**config.mk**
```make
export PLATFORM = sky130hd
export DESIGN_NAME = dct8_ram
export DESIGN_NICKNAME = d
export VERILOG_FILES = /design/src/design/dct8_ram.sv
export SDC_FILE = /design/constraint.sdc
export NUM_CORES = 1
export LEC_CHECK = 0
export BUFFER_PORTS_ARGS = -buffer_cell sky130_fd_sc_hd__buf_2
export CORE_MARGIN = 8
export CORE_UTILIZATION = 60
export CTS_CLUSTER_SIZE = 14
export DETAILED_ROUTE_END_ITERATION = 7
export PLACE_DENSITY_LB_ADDON = 0.25
export SYNTH_ARGS = -nofsm -noshare
export SYNTH_HDL_FRONTEND = slang
export SYNTH_SLANG_ARGS = --single-unit
```
**constraint.sdc**
```tcl
create_clock -name clk -period 6.8 [get_ports clk]
set_input_delay 0.68 -clock clk [delete_from_list [all_inputs] [get_ports clk]]
set_output_delay 0.68 -clock clk [all_outputs]
set_load 0.01 [all_outputs]
```
**src/design/dct8_ram.sv**
```systemverilog
module dct8_ram #(
    parameter int WIDTH = 20,
    parameter int DEPTH = 64
)
(
    input  logic                     clk,
    input  logic                     we,
    input  logic [$clog2(DEPTH)-1:0] waddr,
    input  logic [WIDTH-1:0]         wdata,
    input  logic [$clog2(DEPTH)-1:0] raddr,
    output logic [WIDTH-1:0]         rdata
);
    logic [WIDTH-1:0] mem [DEPTH];
    logic [WIDTH-1:0] rdata_reg;

    always_ff @(posedge clk)
    begin
        if (we)
            mem[waddr] <= wdata;
        rdata_reg <= mem[raddr];
    end

    assign rdata = rdata_reg;
endmodule

```
Word level (Yosys, flattened, before mapping)
Memory sizes are Yosys's and may differ from the RTL's. A register that Yosys moved wholly into a read port is not among the register bits.
Cells that the tools add are included.
Cells by class
  muxes and demuxes: 2
Operator list (number)
  two-way mux 1 bit: 2
Storage, ports and cells
  flip-flop bits (word level): 0
  RAM bits: 1280
  input bits: 34
  output and inout port bits: 20
  memories kept: 1
Memory list
  mem: words 64, width 20, read ports 1, clocked after Yosys merged registers in 1, wr ports 1, line 13  | logic [WIDTH-1:0] mem [DEPTH];

Logic depth before layout (Yosys ltp)
  depth in word-level cells: 2
  depth in mapped cells: 10
  gate-level depth less buffers: 5

Worst setup path after synthesis
OpenSTA, ideal clock, no wires.
  kind: input port to flip-flop
  start: input waddr[3]
  end: memory mem[48][0], enable pin
  library setup time: 422 ps
  arrival time: 2600 ps
  required time: 6378 ps
  slack: 3778 ps
  cell stages on the path: 4
  cell sequence: clkbuf_1 -> nor2b_1 -> nand4b_1 -> nor3_1
RTL lines
  from (decl): line 8  | input logic [$clog2(DEPTH)-1:0] waddr,
  to (decl): line 13
Straight into the memory's write port.

==> metrics.csv <==
metric,value,unit
cts_tree,yes,
cts.clk_slew.worst_paths,0.06,ns
outcome,finished clean,
clk_latency,0.73,ns
min_path_cells,3,
dp_hpwl,65.4,mm
seqPwrFrac,53.7,%
yosysUniqueCellTypes,36,
max_slew_margin,11.2,%
synth_seq_cells,1300,
drtIter0Drc,3312,
syn_inst,2243,
synth_top_area_cell,edfxtp_1,
finalHoldViolations,0,
grt_usage,26.0,%
netlist.area_leader.share,77.7,%
yosysWarnings,0,
place_congestion,0.833,
min_from,waddr[2],
routed_via_density,6.76,
drv_slew,0,
power_leakage,17.8,nW
n_fill_cell,4922,
nets,2417,
fin_crit_sh,51.3,%
worst_pin_slew,1.33,ns
met2_length,56.4,mm
io_pins,54,
timing.fmax,287,MHz
critPathMaxFanout,144,
dieArea,91900,um^2
synth_edf_count,1280,
grt_pass1_vias,24200,
syn_area_per_cell,22.1,um^2
critPathSlowestCell,o31ai_1,
dr.pass1.iters,5,
syn-cell-area,49500,um^2
cp_num_buf_inv,2,
post-cts-setup-buffers,0,
die_h,303,um
route.met3.wl,11.7,mm
crit_path_cell_trace,buf_8 > buf_12 > mux4_2 > mux2i_1 > a21o_1 > o31ai_1 > and3_1,
start_util,60.5,%
reg2reg_from,mem[49][13]$_DFFE_PP_,
areaGrowthSynthToFinish,12.1,%
peakVddDrop,0.261,mV
routed_wl,118,mm
switching_share,20.9,%
setup_violations,0,
ant_nets,0,
io_buffers,53,
setup_tns,0,ns
rows,105,
ys_seq_area_share,78.5,%
drv_cap,0,
fin_util,67.8,%
clkPwrFrac,41.5,%
whs_endpoint,mem[54][7]$_DFFE_PP_,
async_flop_share,0,%
drive_gt1_share,26.4,%
cts_buffers,131,
grt_max_degree,145,
post_cts_resized,0,
overflow,0,
reg2reg_to,rdata[13]$_DFF_P_,
largest_register_ff_count,1280,
criticalPathCategory,input port to register,
cts_max_level,4,
p_int,13.1,mW
crit_cells,7,
rr_worst_depth,5,
die_x,303,um
grt_pass1_wl,170,mm
ctsRootBufferMaster,clkbuf_16,
m1WireLength,45.9,mm
fin_crit,3.49,ns
crit_path_end_kind,register,
crit_family,buffers and inverters,
power_switching,3.47,mW
wl_per_cell,33.1,um
postCtsHoldBufs,0,
syn_nets,2277,
reg2reg_slack,4.52,ns
clock_sinks,1300,
finClkSkew,0.0233,ns
critPathArrivalTime,4.15,ns
p_comb_share,4.8,%
core,81800,um^2
whs,0.528,ns
critPathRequiredTime,7.46,ns
synth_area_leaders,"edfxtp_1, mux4_2, mux2i_1",
routed.top_layer,met5,
slowest_delay,0.89,ns
power.density,299,nW/um^2
drc,0,
num_vias,24000,
startpoint_type,input port,
antenna_found_initial,10,
cts_buffer_depth,3,
synth_ff_type,edfxtp_1,
rsz0062_at_grt,no,
holdCritPathClass,input port to register,
## how the worst max path moves through the flow
stage,to,from
floorplan,mem[48][0]$_DFFE_PP_,waddr[3]
global placement,rdata[5]$_DFF_P_,raddr[2]
detailed placement,rdata[5]$_DFF_P_,raddr[2]
CTS,rdata[5]$_DFF_P_,raddr[2]
global route,rdata[13]$_DFF_P_,raddr[2]
finish,rdata[13]$_DFF_P_,raddr[2]
## power by group through the flow
stage	clock [mW]	combinational [mW]	sequential, mW
after global placement	0	0.779	9.07
after CTS	6.97	0.798	8.90
after global routing	7.26	0.833	8.90
final	6.89	0.796	8.90
after floorplan	0	0.430	9.06
after detailed placement	0	0.795	9.07
## cells by family after synthesis
group | count (synthesis) | share of synthesized area, %
flip-flops | 1300 | 78.5
multiplexers | 454 | 15.9
AO/OA/AOI/OAI | 220 | 2.96
AND/OR/NAND/NOR | 140 | 1.33
buffers and inverters | 129 | 1.37
## metal layers
metal | vias up | global-route usage, %
li1 | 9752 | -
met3 | 199 | 4.96
met5 | - | 0
met4 | 2 | 8.96
met2 | 1406 | 41.0
met1 | 12700 | 37.1
## per-stage QoR
stage	setup slack (ns)	power [mW]	std cells	cell area [um^2]
final	3.31	16.6	3554	55500
after global routing	3.24	17.0	3551	55500
after CTS	3.30	16.7	3551	55500
after detailed placement	2.55	9.87	3320	51300
after global placement	2.67	9.85	3320	51300
after floorplan	3.78	9.49	2243	49500
## cells in the final DEF (no fill, tap or decap), drive strengths merged, types with 3 or more instances in the layout
| cell | count |
|---|---|
| a22oi | 64 |
| o31ai | 15 |
| dfxtp | 20 |
| inv | 7 |
| o21ai | 32 |
| clkinv | 43 |
| clkbuf | 175 |
| edfxtp | 1280 |
| bufinv | 6 |
| o22ai | 52 |
| buf | 135 |
| a21oi | 3 |
| nor2 | 74 |
| nand2 | 12 |
| nand3 | 6 |
| mux4 | 264 |
| a21o | 15 |
| nor3 | 6 |
| nand2b | 6 |
| nand3b | 4 |
| nor2b | 7 |
| and3 | 16 |
| mux2 | 6 |
| mux2i | 184 |
| a31oi | 32 |
| diode | 3 |
## final cells by class
cell class / count / area [um^2] / area share (%)
Antenna cell: 3 / 7.51 / 0.0135
Clock buffer: 175 / 3610 / 6.51
Clock inverter: 56 / 495 / 0.893
Inverter: 1 / 3.75 / 0.00677
Multi-Input combinational cell: 814 / 10200 / 18.4
Sequential cell: 1300 / 38800 / 70.0
Tap cell: 1070 / 1340 / 2.41
Timing Repair Buffer: 135 / 945 / 1.70
## worst reg2reg max path, cell delays in order, from the launching register on
cell and delay (ns):
edfxtp_1 0.35, mux4_2 0.25, mux2i_1 0.14, a21o_1 0.29, o31ai_1 0.89, and3_1 0.30
## synth_stat cells (3+ instances only)
cell type / instances
nor3_1: 6
nor2_1: 74
buf_4: 22
nand3_1: 6
a31oi_1: 32
mux4_2: 264
a21oi_1: 3
and3_1: 16
o31ai_1: 15
nand2_1: 12
mux2i_1: 184
nand3b_1: 4
a22oi_1: 64
nand2b_1: 6
o21ai_0: 32
nor2b_1: 7
mux2_2: 6
o22ai_1: 52
buf_2: 48
buf_6: 7
edfxtp_1: 1280
a21o_1: 15
dfxtp_1: 20
clkbuf_1: 49
Note: power is estimated with default switching activity, not from simulation.
