[src/design/dct8_pkg.sv]
package dct8_pkg;
    localparam int BLOCK_DIM_DEF   = 8;
    localparam int SAMPLE_BITS_DEF = 12;
    localparam int ROW_BITS        = 20;

    // round(4096 * cos(m*pi/16)), m = 0..8
    function automatic logic signed [13:0] cos_q12(input logic [3:0] m);
        logic signed [13:0] v;
        begin
            case (m)
                4'd0:    v = 14'sd4096;
                4'd1:    v = 14'sd4017;
                4'd2:    v = 14'sd3784;
                4'd3:    v = 14'sd3406;
                4'd4:    v = 14'sd2896;
                4'd5:    v = 14'sd2276;
                4'd6:    v = 14'sd1567;
                4'd7:    v = 14'sd799;
                default: v = 14'sd0;
            endcase
            return v;
        end
    endfunction

    // basis weight W[k][n], 13 fractional bits (same scale as cos_q12 with 0.5)
    function automatic logic signed [13:0] basis(input logic [2:0] k, input logic [2:0] n);
        logic [4:0] m;
        logic signed [13:0] r;
        begin
            m = 5'(({1'b0, n, 1'b0} + 5'd1) * {2'b0, k});
            if (k == 3'd0)
                r = cos_q12(4'd4);
            else begin
                if (m > 5'd16)
                    m = 5'd0 - m;
                if (m <= 5'd8)
                    r = cos_q12(m[3:0]);
                else
                    r = -cos_q12(4'(5'd16 - m));
            end
            return r;
        end
    endfunction

    // matrix element A[c][j]
    function automatic logic signed [13:0] amat(input logic dir, input logic [2:0] c,
                                                input logic [2:0] j);
        return dir ? basis(j, c) : basis(c, j);
    endfunction

    typedef struct packed {
        logic clear;
        logic acc;
    } dct8_mac_ctl_t;
endpackage

[src/design/dct8_cell.sv]
module dct8_cell
    import dct8_pkg::*;
#(
    parameter int IN_BITS = ROW_BITS
)
(
    input  logic                      clk,
    input  dct8_mac_ctl_t             ctl,
    input  logic signed [IN_BITS-1:0] din,
    input  logic signed [13:0]        weight,
    output logic signed [IN_BITS-1:0] dout,
    output logic signed [47:0]        acc
);
    logic signed [IN_BITS-1:0] data_reg;
    logic signed [IN_BITS+13:0] prod_reg;
    logic signed [47:0] acc_reg;
    logic prod_ok_reg;

    // data ripples down the chain; product registered before the accumulate
    always_ff @(posedge clk)
    begin
        data_reg    <= din;
        prod_reg    <= din * weight;
        prod_ok_reg <= ctl.acc;
        if (ctl.clear)
            acc_reg <= '0;
        else if (prod_ok_reg)
            acc_reg <= acc_reg + 48'(prod_reg);
    end

    assign dout = data_reg;
    assign acc  = acc_reg;
endmodule

[config.mk]
export PLATFORM = sky130hd
export DESIGN_NAME = dct8_cell
export DESIGN_NICKNAME = d
export VERILOG_FILES = /design/src/design/dct8_pkg.sv /design/src/design/dct8_cell.sv
export SDC_FILE = /design/constraint.sdc
export NUM_CORES = 1
export LEC_CHECK = 0
export BUFFER_PORTS_ARGS = -buffer_cell sky130_fd_sc_hd__clkbuf_2
export CAP_MARGIN = 20
export CORE_UTILIZATION = 55
export DETAILED_ROUTE_END_ITERATION = 8
export HOLD_SLACK_MARGIN = 0.02
export PLACE_DENSITY = 0.72
export REMOVE_ABC_BUFFERS = 1
export SYNTH_ARGS = -nofsm -noshare
export SYNTH_HDL_FRONTEND = slang
export SYNTH_SLANG_ARGS = --single-unit
[constraint.sdc]
create_clock -name clk -period 18.3 [get_ports clk]
set_input_delay 1.83 -clock clk [delete_from_list [all_inputs] [get_ports clk]]
set_output_delay 1.83 -clock clk [all_outputs]
set_load 0.05 [all_outputs]
## Word level (Yosys, flattened, before mapping)

Cells that the tools add are included.

| word-level totals | value |
|---|---|
| flip-flop bits (word level) | 103 |
| bits in latches | 0 |
| RAM bits | 0 |
| word-level logic and storage cells | 6 |
| bits in read-only memories | 0 |
| memories | 0 |
| input bits | 37 |

| cells by class | value |
|---|---|
| add/sub/neg operators | 1 |
| $lt $le $gt $ge | 0 |
| shifts and indexed selects | 0 |
| multipliers | 1 |
| reduce and logical (&&, ||, !) cells | 0 |
| bitwise gates (word level) | 0 |
| equality and inequality tests | 0 |
| multiplexer cells | 0 |
| divide/modulo/power cells | 0 |

Operators with widths:

| kind | number |
|---|---|
| adder 48 x 34 -> 48 bit | 1 |
| multiplier 20 x 14 -> 34 bit | 1 |

## Longest topological paths before layout

| depth | value |
|---|---|
| depth after elaboration | 1 |
| mapped depth | 25 |

## Worst setup path after synthesis

No wires, ideal clock.

| timing | value |
|---|---|
| path type | input to register |
| start point | in weight[5] |
| end point | reg prod_reg[32] |
| stages on the path | 22 |
| path buffers | 1 |
| slack | 10.859 ns |
| data arrival time | 7.369 ns |
| required time | 18.228 ns |
| cells stage by stage | clkbuf_1 -> nand2_1 -> fa_1 -> fa_1 -> inv_1 -> fa_1 -> fa_1 -> fa_1 -> inv_1 -> fa_1 -> inv_1 -> ha_1 -> a21oi_1 -> o21ai_0 -> or3_1 -> a2bb2oi_1 -> a221o_1 -> nor3b_1 -> nor4_1 -> o21bai_1 -> a21oi_1 -> xnor2_1 |

| on the way | value |
|---|---|
| longest elaborated chain between the ends | 1 |

Ends and longest elaborated chain:

| what | line | source |
|---|---|---|
| start, declared | dct8_cell.sv:10 | `input logic signed [13:0] weight,` |
| multiplier 20 x 14 -> 34 bit | dct8_cell.sv:23 | `prod_reg <= din * weight;` |
| end signal, assigned | dct8_cell.sv:23 |  |
| end, declared | dct8_cell.sv:15 | `logic signed [IN_BITS+13:0] prod_reg;` |

Every way passes these cells.
A chain may end at the register's enable or synchronous reset.

## Final worst setup path

| timing | value |
|---|---|
| start point | in weight[2] |
| end point | reg prod_reg[32] |

Same word-level chain as after synthesis.

==> flow_metrics.tcl <==
set metrics [dict create \
    status "finished, final reports clean" \
    cts_max_path_buffers 2 \
    hold_end "acc[39]" \
    worstSkewPairLatency_ps 370 \
    final.min_clock_period_ps 7730 \
    postCtsSetupBuffers 0 \
    nets 2186 \
    clk_pin_slew_worst_paths_ps 80 \
    rrSetupSlack_ps 14770 \
    via_per_inst 5.36 \
    start_util 0.565 \
    final.period_utilization 0.423 \
    grt_pass1_vias 11900 \
    synth_area_leaders "fa_1 (35%), dfxtp_1 (13%), ha_1 (10%)" \
    hp-class "register to register" \
    grt_pass1_wl_um 59600 \
    cts_resized 0 \
    worstReg2RegStart "acc[3]" \
    dp_hpwl_um 28800 \
    synth_area_leader_cell "fa_1" \
    synth_most_common_cell "inv_1" \
    num_vias 11400 \
    rsz0062_at_grt "false" \
    track_usage 0.262 \
    maxSlewHeadroom 0.386 \
    cts_buffers 9 \
    grt_max_degree 53 \
    io_pins 105 \
    cp.required_ps 18590 \
    fmax_mhz 129 \
    synth_area_um2 15300 \
    die_x_um 169 \
    final_max_slew_viol_count 0 \
    ant_nets 0 \
    firstDrtPassIters 5 \
    die_h_um 169 \
    cp-end-kind "register" \
    drt_iter0_markers 788 \
    setup_viol 0 \
    remaining_drc_errors 0 \
    cp_max_fo 20 \
    yosysSeqAreaShare 0.135 \
    cts_sinks 103 \
    synth-async-reset-ratio 0 \
    design.core.area_um2 27100 \
    synth_warnings 0 \
    hold_depth 2 \
    routed_wl_um 35000 \
    fin_tns_setup_ps 0 \
    synthCells 1707 \
    syn_area_per_cell_um2 8.97 \
    worstMarginPinSlew_ps 914 \
    startpoint_type "primary input" \
    row_count 60 \
    synthToLayoutAreaGrowth_pct 6.86 \
    synth_edf_count 0 \
    cap_viol_max_count 0 \
    cp.arrival_ps 8020 \
    antenna_found_initial 0 \
    yosysUniqueCellTypes 64 \
    min_from "acc[39]" \
    portBuffers 104 \
    diodes 0 \
    ctsHtreeMaxLevel 3 \
    hold_violations 0 \
    tritoncts "yes" \
    synthFlopType "dfxtp_1" \
    place_congestion 0.915 \
    synth_top_cells_by_count "inv_1 (298), fa_1 (268), nand2_1 (178)" \
    reg2reg_depth 11 \
    critical_path_class "primary input to register" \
    yosys_register_bits 103 \
    drive_gt1_frac 0.0750 \
    grt_overflow 0 \
    largest_register_ffs 48 \
    finClkSkew_ps 21.0 \
    cts_hold_buffers 0 \
    r2r_end "acc[35]" \
    wl_per_cell_um 16.4 \
    synth.top_cell.area_share 0.350 \
    fp.dieArea_um2 28500 \
    cts-root-buf "clkbuf_16" \
]
[layer usage]
layer | part of all wire | vias up | GRT usage
li1 | - | 5456 | -
met1 | 0.46 | 5618 | 0.364
met2 | 0.47 | 331 | 0.436
met3 | 0.061 | 26 | 0.0409
met4 | 0.0091 | 0 | 0.0478
met5 | 0 | - | 0
[critical path, cell delays in order]
cell	delay (ps)
clkbuf_2	270
and2_1	260
fa_1	540
inv_1	50
fa_1	480
inv_1	60
fa_1	490
inv_1	50
fa_1	530
inv_1	50
fa_1	490
fa_1	410
ha_1	230
nor3_1	300
o2111ai_1	160
a31o_2	300
a2bb2oi_1	210
a221o_1	390
nor3b_1	170
nor4_1	280
o21bai_1	120
a21oi_1	190
xnor2_1	150
[cells in the final DEF, fill, tap and decap left out, types with 11 or more instances in the layout]
cell type and instances:
mux2i_1 23, xnor2_1 55, a21o_1 34, xor2_1 22, nor2_1 99, nand4_1 13
nand2_1 178, ha_1 126, fa_1 268, dfxtp_1 102, nand3_1 15, inv_1 298
a211oi_1 16, nor3_1 11, o21ai_0 24, nand2b_1 14, and2_1 141, a21oi_1 75
o21ai_1 17, clkbuf_2 104
[kinds of logic (layout without fill, tap and decap cells)]
logic type / count (synthesis) / in the layout / share of synthesized area
and+or+nand+nor: 502 / 502 / 0.160
adders and majority gates: 394 / 394 / 0.453
buffers and inverters: 368 / 421 / 0.0908
AOI/OAI and AO/OA: 238 / 238 / 0.101
DFF: 103 / 103 / 0.135
xor gates and xnor gates: 77 / 77 / 0.0440
muxes: 25 / 25 / 0.0165
[metrics by stage]
step | hold slack (ps) | setup slack [ps] | std cells | util | instance area [µm²]
3_3_place_gp | 482 | 10430 | 2116 | 0.592 | 16100
5_1_grt | 531 | 10270 | 2132 | 0.604 | 16400
2_1_floorplan | 552 | 11010 | 1637 | - | 15000
4_1_cts | 505 | 10570 | 2132 | 0.604 | 16400
3_5_place_dp | 496 | 10190 | 2116 | 0.592 | 16100
6_report | 503 | 10570 | 2132 | 0.604 | 16400
[cell type report]
| class | instances | area, µm² |
|---|---|---|
| Tap cell | 372 | 465 |
| Fill cell | 2393 | 10700 |
| Timing Repair Buffer | 107 | 543 |
| Clock inverter | 7 | 87.6 |
| Multi-Input combinational cell | 1236 | 11900 |
| Clock buffer | 9 | 225 |
| Inverter | 298 | 1120 |
| Sequential cell | 103 | 2060 |
[worst max path at each step]
stage                         start           end  slack [ps]  cells after the start
after floorplan             din[13]  prod_reg[32]       11010                     22
after global placement    weight[8]  prod_reg[32]       10430                     23
after detailed placement  weight[2]  prod_reg[32]       10190                     23
after CTS                 weight[2]  prod_reg[32]       10570                     23
after global routing      weight[6]  prod_reg[32]       10270                     20
final                     weight[2]  prod_reg[32]       10570                     23
Power is not shown: default switching activity piles up to over one toggle a cycle in this logic, so the estimate is an artifact.
